## src/design/dcig_pkg.sv

```systemverilog
// Shared types, command codes and bit positions for the dual CPU interrupt glue.
package dcig_pkg;

	typedef enum logic [3:0] {
		CMD_RD_MASK0  = 4'd0,
		CMD_RD_MASK1  = 4'd1,
		CMD_RD_SRC    = 4'd2,
		CMD_RD_XPROC  = 4'd3,
		CMD_WR_MASK0  = 4'd4,
		CMD_WR_MASK1  = 4'd5,
		CMD_WR_XPROC  = 4'd6,
		CMD_WR_RESETS = 4'd7,
		CMD_SET_SRC   = 4'd8
	} cmd_e;

	localparam int unsigned FLAG_POS    = 31;
	localparam int unsigned SMI0_POS    = 30;
	localparam int unsigned SMI1_POS    = 29;
	localparam int unsigned TLB0_POS    = 27;
	localparam int unsigned TLB1_POS    = 26;
	localparam int unsigned CPUID_POS   = 25;
	localparam int unsigned RST_EN_POS  = 29;
	localparam int unsigned RST_REL_POS = 31;

	typedef struct packed {
		logic [3:0]  command;
		logic [31:0] write_data;
		logic        cpu_id;
		logic [4:0]  irq_bit;
		logic        irq_level;
	} req_t;

	typedef struct packed {
		logic [31:0] read_data;
		logic        irq_cpu0;
		logic        irq_cpu1;
		logic        smi_cpu0;
		logic        smi_cpu1;
		logic        tlbisync_cpu0;
		logic        tlbisync_cpu1;
		logic        cpu1_reset;
	} res_t;

	// apply a set/clear write: flag bit picks set or clear for the other bits
	function automatic logic [31:0] set_clear(input logic [31:0] cur, input logic [31:0] word);
		logic [31:0] sel;
		sel = word & ~(32'd1 << FLAG_POS);
		set_clear = word[FLAG_POS] ? (cur | sel) : (cur & ~sel);
	endfunction

endpackage

```

## src/design/dcig_regs.sv

```systemverilog
// Register file of the interrupt glue: state update and result word.
module dcig_regs (
	input  logic           clk,
	input  logic           arst_n,
	input  logic           upd,
	input  dcig_pkg::req_t req,
	output dcig_pkg::res_t res
);

	logic [31:0] mask0_q, mask1_q, src_q, xproc_q;
	logic        rst1_q;
	logic [31:0] mask0_d, mask1_d, src_d, xproc_d;
	logic        rst1_d;
	logic [31:0] rd;
	dcig_pkg::cmd_e cmd;

	assign cmd = dcig_pkg::cmd_e'(req.command);

	always_comb begin
		mask0_d = mask0_q;
		mask1_d = mask1_q;
		src_d   = src_q;
		xproc_d = xproc_q;
		rst1_d  = rst1_q;
		rd      = 32'd0;
		case (cmd)
			dcig_pkg::CMD_RD_MASK0: begin
				rd = mask0_q;
			end
			dcig_pkg::CMD_RD_MASK1: begin
				rd = mask1_q;
			end
			dcig_pkg::CMD_RD_SRC: begin
				rd = src_q;
			end
			dcig_pkg::CMD_RD_XPROC: begin
				rd = xproc_q;
				rd[dcig_pkg::CPUID_POS] = req.cpu_id;
			end
			dcig_pkg::CMD_WR_MASK0: begin
				mask0_d = dcig_pkg::set_clear(mask0_q, req.write_data);
			end
			dcig_pkg::CMD_WR_MASK1: begin
				mask1_d = dcig_pkg::set_clear(mask1_q, req.write_data);
			end
			dcig_pkg::CMD_WR_XPROC: begin
				xproc_d = dcig_pkg::set_clear(xproc_q, req.write_data);
			end
			dcig_pkg::CMD_WR_RESETS: begin
				if (req.write_data[dcig_pkg::RST_EN_POS]) begin
					rst1_d = ~req.write_data[dcig_pkg::RST_REL_POS];
				end
			end
			dcig_pkg::CMD_SET_SRC: begin
				src_d[req.irq_bit] = req.irq_level;
			end
			default: begin
			end
		endcase
	end

	always_ff @(posedge clk or negedge arst_n) begin
		if (!arst_n) begin
			mask0_q <= 32'd0;
			mask1_q <= 32'd0;
			src_q   <= 32'd0;
			xproc_q <= 32'd0;
			rst1_q  <= 1'b1;
		end else if (upd) begin
			mask0_q <= mask0_d;
			mask1_q <= mask1_d;
			src_q   <= src_d;
			xproc_q <= xproc_d;
			rst1_q  <= rst1_d;
		end
	end

	always_comb begin
		res.read_data     = rd;
		res.irq_cpu0      = |(src_d & mask0_d);
		res.irq_cpu1      = |(src_d & mask1_d);
		res.smi_cpu0      = xproc_d[dcig_pkg::SMI0_POS];
		res.smi_cpu1      = xproc_d[dcig_pkg::SMI1_POS];
		res.tlbisync_cpu0 = ~xproc_d[dcig_pkg::TLB0_POS];
		res.tlbisync_cpu1 = ~xproc_d[dcig_pkg::TLB1_POS];
		res.cpu1_reset    = rst1_d;
	end

endmodule

```

## src/design/dual_cpu_interrupt_glue_registers_unit.sv

```systemverilog
// Top level of the dual CPU interrupt glue: input register, register file, result register.
//
//   channel | direction | handshake          | word
//   in      | into      | in_valid/in_stall   | command, write_data, cpu_id, irq_bit, irq_level
//   out     | out of    | out_valid/out_stall | read_data, irq/smi/tlbisync lines, cpu1_reset
//
// One word per cycle while out_stall is low; results come out of the result register.
// The input register feeds the register file, which updates state and forms the
// result in the same cycle as it loads the result register.
// Reset clears the valid flags and the state registers and sets the held CPU1 reset bit.
// A stalled result holds the input register; in_stall rises only when it is full.
module dual_cpu_interrupt_glue_registers_unit (
	input  logic        clk,
	input  logic        arst_n,
	input  logic        in_valid,
	output logic        in_stall,
	input  logic [3:0]  command,
	input  logic [31:0] write_data,
	input  logic        cpu_id,
	input  logic [4:0]  irq_bit,
	input  logic        irq_level,
	output logic        out_valid,
	input  logic        out_stall,
	output logic [31:0] read_data,
	output logic        irq_cpu0,
	output logic        irq_cpu1,
	output logic        smi_cpu0,
	output logic        smi_cpu1,
	output logic        tlbisync_cpu0,
	output logic        tlbisync_cpu1,
	output logic        cpu1_reset
);

	logic           valid_s1;
	dcig_pkg::req_t req_s1;
	logic           valid_s2;
	dcig_pkg::res_t res_s2;
	dcig_pkg::res_t res;
	logic           adv;

	assign adv      = valid_s1 && (!valid_s2 || !out_stall);
	assign in_stall = valid_s1 && !adv;

	always_ff @(posedge clk or negedge arst_n) begin
		if (!arst_n) begin
			valid_s1 <= 1'b0;
		end else if (!in_stall) begin
			valid_s1 <= in_valid;
		end
	end

	always_ff @(posedge clk) begin
		if (in_valid && !in_stall) begin
			req_s1.command    <= command;
			req_s1.write_data <= write_data;
			req_s1.cpu_id     <= cpu_id;
			req_s1.irq_bit    <= irq_bit;
			req_s1.irq_level  <= irq_level;
		end
	end

	dcig_regs u_regs (
		.clk    (clk),
		.arst_n (arst_n),
		.upd    (adv),
		.req    (req_s1),
		.res    (res)
	);

	always_ff @(posedge clk or negedge arst_n) begin
		if (!arst_n) begin
			valid_s2 <= 1'b0;
		end else if (!valid_s2 || !out_stall) begin
			valid_s2 <= valid_s1;
		end
	end

	always_ff @(posedge clk) begin
		if (adv) begin
			res_s2 <= res;
		end
	end

	assign out_valid     = valid_s2;
	assign read_data     = res_s2.read_data;
	assign irq_cpu0      = res_s2.irq_cpu0;
	assign irq_cpu1      = res_s2.irq_cpu1;
	assign smi_cpu0      = res_s2.smi_cpu0;
	assign smi_cpu1      = res_s2.smi_cpu1;
	assign tlbisync_cpu0 = res_s2.tlbisync_cpu0;
	assign tlbisync_cpu1 = res_s2.tlbisync_cpu1;
	assign cpu1_reset    = res_s2.cpu1_reset;

	a_stall_needs_word: assert property (@(posedge clk) disable iff (!arst_n)
		in_stall |-> (valid_s1 && valid_s2 && out_stall))
		else $error("input stalled without a held word");

	a_hold_s1: assert property (@(posedge clk) disable iff (!arst_n)
		in_stall |=> (valid_s1 && $stable(req_s1)))
		else $error("held input word changed");

	a_drain: assert property (@(posedge clk) disable iff (!arst_n)
		(valid_s2 && !out_stall && !valid_s1) |=> !valid_s2)
		else $error("result repeated after delivery");

	a_fill: assert property (@(posedge clk) disable iff (!arst_n)
		adv |=> valid_s2)
		else $error("advanced word lost");

endmodule

```

## config.mk

```make
export PLATFORM = sky130hd
export DESIGN_NAME = dual_cpu_interrupt_glue_registers_unit
export DESIGN_NICKNAME = d
export VERILOG_FILES = /design/src/design/dcig_pkg.sv /design/src/design/dcig_regs.sv /design/src/design/dual_cpu_interrupt_glue_registers_unit.sv
export SDC_FILE = /design/constraint.sdc
export NUM_CORES = 1
export LEC_CHECK = 0
export BUFFER_PORTS_ARGS = -buffer_cell sky130_fd_sc_hd__buf_2
export CAP_MARGIN = 25
export CORE_UTILIZATION = 40
export CTS_BUF_LIST = sky130_fd_sc_hd__clkbuf_4 sky130_fd_sc_hd__clkbuf_8
export DETAILED_ROUTE_END_ITERATION = 10
export GPL_ROUTABILITY_DRIVEN = 0
export MAX_ROUTING_LAYER = met4
export SLEW_MARGIN = 20
export SYNTH_ARGS = -nofsm -noshare
export SYNTH_HDL_FRONTEND = slang
export SYNTH_SLANG_ARGS = --single-unit
```

## constraint.sdc

```tcl
create_clock -name clk -period 4.1 [get_ports clk]
set_input_delay 0.82 -clock clk [delete_from_list [all_inputs] [get_ports clk]]
set_output_delay 0.82 -clock clk [all_outputs]
set_load 0.03 [all_outputs]
```

# ---- Yosys cells after proc, flatten, opt, wreduce, memory -nomap -nowiden
# Index checks and enable logic that the tools add are counted.
dict set report word_totals {
  out_inout_bits 41
  regBits 213
  mem_bits_rw 0
  inputBits 47
  latchBits 0
  memories 0
  rom_bits 0
  word_cells 69
}
dict set report classes {
  div_mod_pow 0
  n_eq_ne 8
  magnitude_cmp 2
  add_sub_neg 0
  bitwise 12
  n_reduce_logical 13
  shift 0
  mux 13
  mul 0
}
# op n
set op_table {}
lappend op_table {{$mux W32} 6}
lappend op_table {{$and A32 B32 Y32} 5}
lappend op_table {{$pmux W32 S4} 1}
lappend op_table {{$or A32 B31 Y32} 3}
lappend op_table {{$reduce_or A32 Y1} 2}
lappend op_table {{$bwmux W32} 1}
lappend op_table {{$not A31 Y32} 1}
lappend op_table {{$mux W31} 1}
lappend op_table {{$eq A4 B3 Y1 const B} 4}
lappend op_table {{$eq A4 B2 Y1 const B} 2}
lappend op_table {{$lt A5 B6 Y1 const B} 1}
lappend op_table {{$demux W1 S5} 1}
lappend op_table {{$ge A5 B1 Y1 const B} 1}
lappend op_table {{$eq A4 B1 Y1 const B} 1}
lappend op_table {{$eq A4 B4 Y1 const B} 1}
lappend op_table {{$logic_and A1 B1 Y1} 4}
lappend op_table {{$logic_not A1 Y1} 4}
lappend op_table {{$logic_not A4 Y1} 1}
lappend op_table {{$mux W1} 3}
lappend op_table {{$not A1 Y1} 3}
lappend op_table {{$reduce_and A2 Y1} 1}
lappend op_table {{$logic_or A1 B1 Y1} 1}

# ---- Longest topological paths before layout
dict set report logic_depth {
  ltp_word 8
  ltp_mapped 10
}

# ---- By module
# From an unflattened synthesis, not the netlist that was laid out.
dict set report unflattened {
  hier_cells 927
  area_unflattened_um2 10440.0
}
# module area_each_um2 seq_area_each_um2 n_inst cells_each
set by_module_without_submodules {}
lappend by_module_without_submodules {dcig_regs 7885.1 3129.3 1 837}
lappend by_module_without_submodules {dual_cpu_interrupt_glue_registers_unit 2555.0 2512.4 1 90}

# ---- Least setup slack after synthesis
# Ideal clock, no wire load.
dict set report synth_path {
  kind {reg-to-reg}
  from {register req_s1[40] (netlist bit)}
  to {register res_s2, in the netlist irq_cpu0 (data pin)}
  arrival_ns 2.686
  path_stages_with_launch 9
  path_slack_ns 1.142
  required_time_ns 3.828
  n_path_buf 2
  period_less_slack_ns 2.958
  cell_sequence {edfxtp_1 > buf_6 > or4b_1 > buf_6 > nor3_1 > mux2i_1 > o22ai_1 > or4_1 > or4_1}
}
# element line_no
set synth_lines {}
lappend synth_lines {{from (decl)} dual_cpu_interrupt_glue_registers_unit.sv:35} ;# dcig_pkg::req_t req_s1;
lappend synth_lines {{to (signal assigned)} dual_cpu_interrupt_glue_registers_unit.sv:80} ;# res_s2 <= res;
lappend synth_lines {{to (decl)} dual_cpu_interrupt_glue_registers_unit.sv:37} ;# dcig_pkg::res_t res_s2;

==> out/qor.yml <==
status: "finished clean"
synth_top_area_share_pct: 30.47
setup_viol: 0
synth-edff-count: 82
cts_setup_buffers: 0
stdcell_area_um2: 11950
grt_use_total_pct: 21.73
r2r_cells: 7
dp_hpwl_mm: 17.87
path_class: "flop to flop"
peakVddDrop_uv: 245.4
syn-cell-area_um2: 10350
finalSetupTns_ns: 0
placed_cells_incl_taps: 1308
holdCritPathClass: "primary input to async pin"
wl_per_cell_um: 19.74
min_period_ns: 3.407
max_slew_margin_pct: 36.66
ctsHoldBuffers: 0
ys_ff_latch: 209
crit_chain: "nor4b_4, buf_4, nand3_1, mux2_2, a22oi_1, nand4_1, or4_1"
grt_max_degree: 70
ios: 88
timing.fmax_ghz: 0.2935
cp_max_fo: 17
dieArea_um2: 26520
worst_hold_slack_ns: 0.1954
fp.dieW_um: 162.8
critPathRequiredTime_ns: 4.36
htreeDepth: 2
cts.repair.resized: 0
dieHeight_um: 162.8
start_util_pct: 40.98
portBuffers: 87
async_reset_ff_share_pct: 60.77
grt-ovfl-total: 0
rows: 58
grt_pass1_vias: 7536
numClockSinks: 209
vias_per_cell: 5.553
yosysMostFrequentCell: "nand2_1"
final_cells: 1379
grt_pass1_wl_mm: 43.07
cts-root-buf: "clkbuf_8"
tightest_slew_ns: 0.9501
cpPeakStageDelay_ns: 0.76
fin_crit_sh_pct: 83.11
crit_cells: 7
synth_commonest_cells: "nand2_1, mux2_2, dfrtp_1"
p_per_area_nw_per_um2: 482.7
yosysWarnings: 0
ys_seq_area_share_pct: 54.52
tritoncts: "built"
final_layout_size_suffix_gt1_share_pct: 32.98
clkLatencyLatePin_ns: 0.53
fillers: 2409
core_area_um2: 25250
finalPower_mw: 5.767
crit_family: "simple AND/OR/NAND/NOR gates"
yosys.area.top_type: "dfrtp_1"
place_area_um2: 11170
crit_arrival_ns: 3.66
syn-num-nets: 986
avgSynthCellArea_um2: 11.02
finClkSkew_ns: 0.01843
ant_nets: 0
worst-path-buf-inv: 1
antenna_cells: 0
end_kind: "flop"
area_growth_pct: 15.44
clock_path_buffers: 3
slew_violations: 0
drv_cap: 0
firstDrtPassIters: 10
clk_pin_slew_worst_paths_ns: 0.06
synthTopCellsByArea: "dfrtp_1, edfxtp_1, mux2_2"
antenna_found_initial: 0
leakage_nw: 5.096
drc: 0
cpMaxStageDelayCell: "nor4b_4"
cts_inserted_buffers: 38
rsz0062_at_grt: "no"
synth.distinct_cells: 43
setup.worst_path.start_class: "flop"
synthCells: 939
synth-main-ff-cell: "dfrtp_1"
drtIter0Drc: 902
hold_viol: 0
routed_wl_mm: 27.22
routed-via-count: 7658
finish.net_count: 1066
cell families (layout without fill, tap and decap cells):
logic type | after synthesis | after routing | share of synthesized area (%)
AOI/OAI and AO/OA | 101 | 101 | 7.883
buffers and inverters | 76 | 186 | 3.131
DFF | 209 | 209 | 54.52
muxes | 171 | 171 | 18.34
and+or+nand+nor | 382 | 382 | 16.13
report_power, final:
part           internal (mW)  total (mW)  switching [mW]  leakage [nW]
logic                  0.455       0.991           0.536          2.27
clock network           1.11        1.96           0.851         0.415
registers               2.54        2.81           0.277          2.41
worst paths after layout:
kind,from,to,slack [ns]
max,req_s1[40],irq_cpu0,0.69
min,arst_n,async pin,0.20
max reg2reg,req_s1[40],irq_cpu0,0.69
min reg2reg,flop,flop,0.50
max in group asynchronous,arst_n,async pin,3.04
min in group clk,write_data[8],req_s1[15],0.46
area by class of cell:
type | count | area, µm² | area share (%)
timing repair buffer | 112 | 683.2 | 5.718
clock inverter | 10 | 43.79 | 0.3666
inverter | 4 | 15.01 | 0.1257
multi-input combinational | 654 | 4431 | 37.09
clock buffer | 60 | 719.4 | 6.022
sequential | 209 | 5642 | 47.22
tap | 330 | 412.9 | 3.456
placed cells by master (no fill, tap or decap), types with 16 or more instances in the layout:
master	count
nand2_1	283
nand4_1	22
buf_2	86
clkbuf_4	17
a22oi_1	24
dfrtp_1	126
edfxtp_1	82
mux2_2	149
a222oi_1	31
mux2i_1	22
clkbuf_8	43
nand3_1	17
buf_4	21
nor2_1	16
metrics by stage:
step	util [%]	setup slack, ns
finish	47.30	0.6925
global route	47.30	0.5803
CTS	47.25	0.7394
detailed placement	44.22	0.7422
global placement	44.22	0.7529
floorplan	-	1.142
layer usage:
layer | track usage [%] | part of all wire, % | up-vias
met5 | - | 0 | -
met1 | 31.24 | 48 | 3795
li1 | - | - | 3566
met2 | 31.76 | 45 | 250
met4 | 5.777 | 1.9 | 0
met3 | 3.438 | 5.4 | 47
No activity file was read; power rests on OpenSTA's default activity.
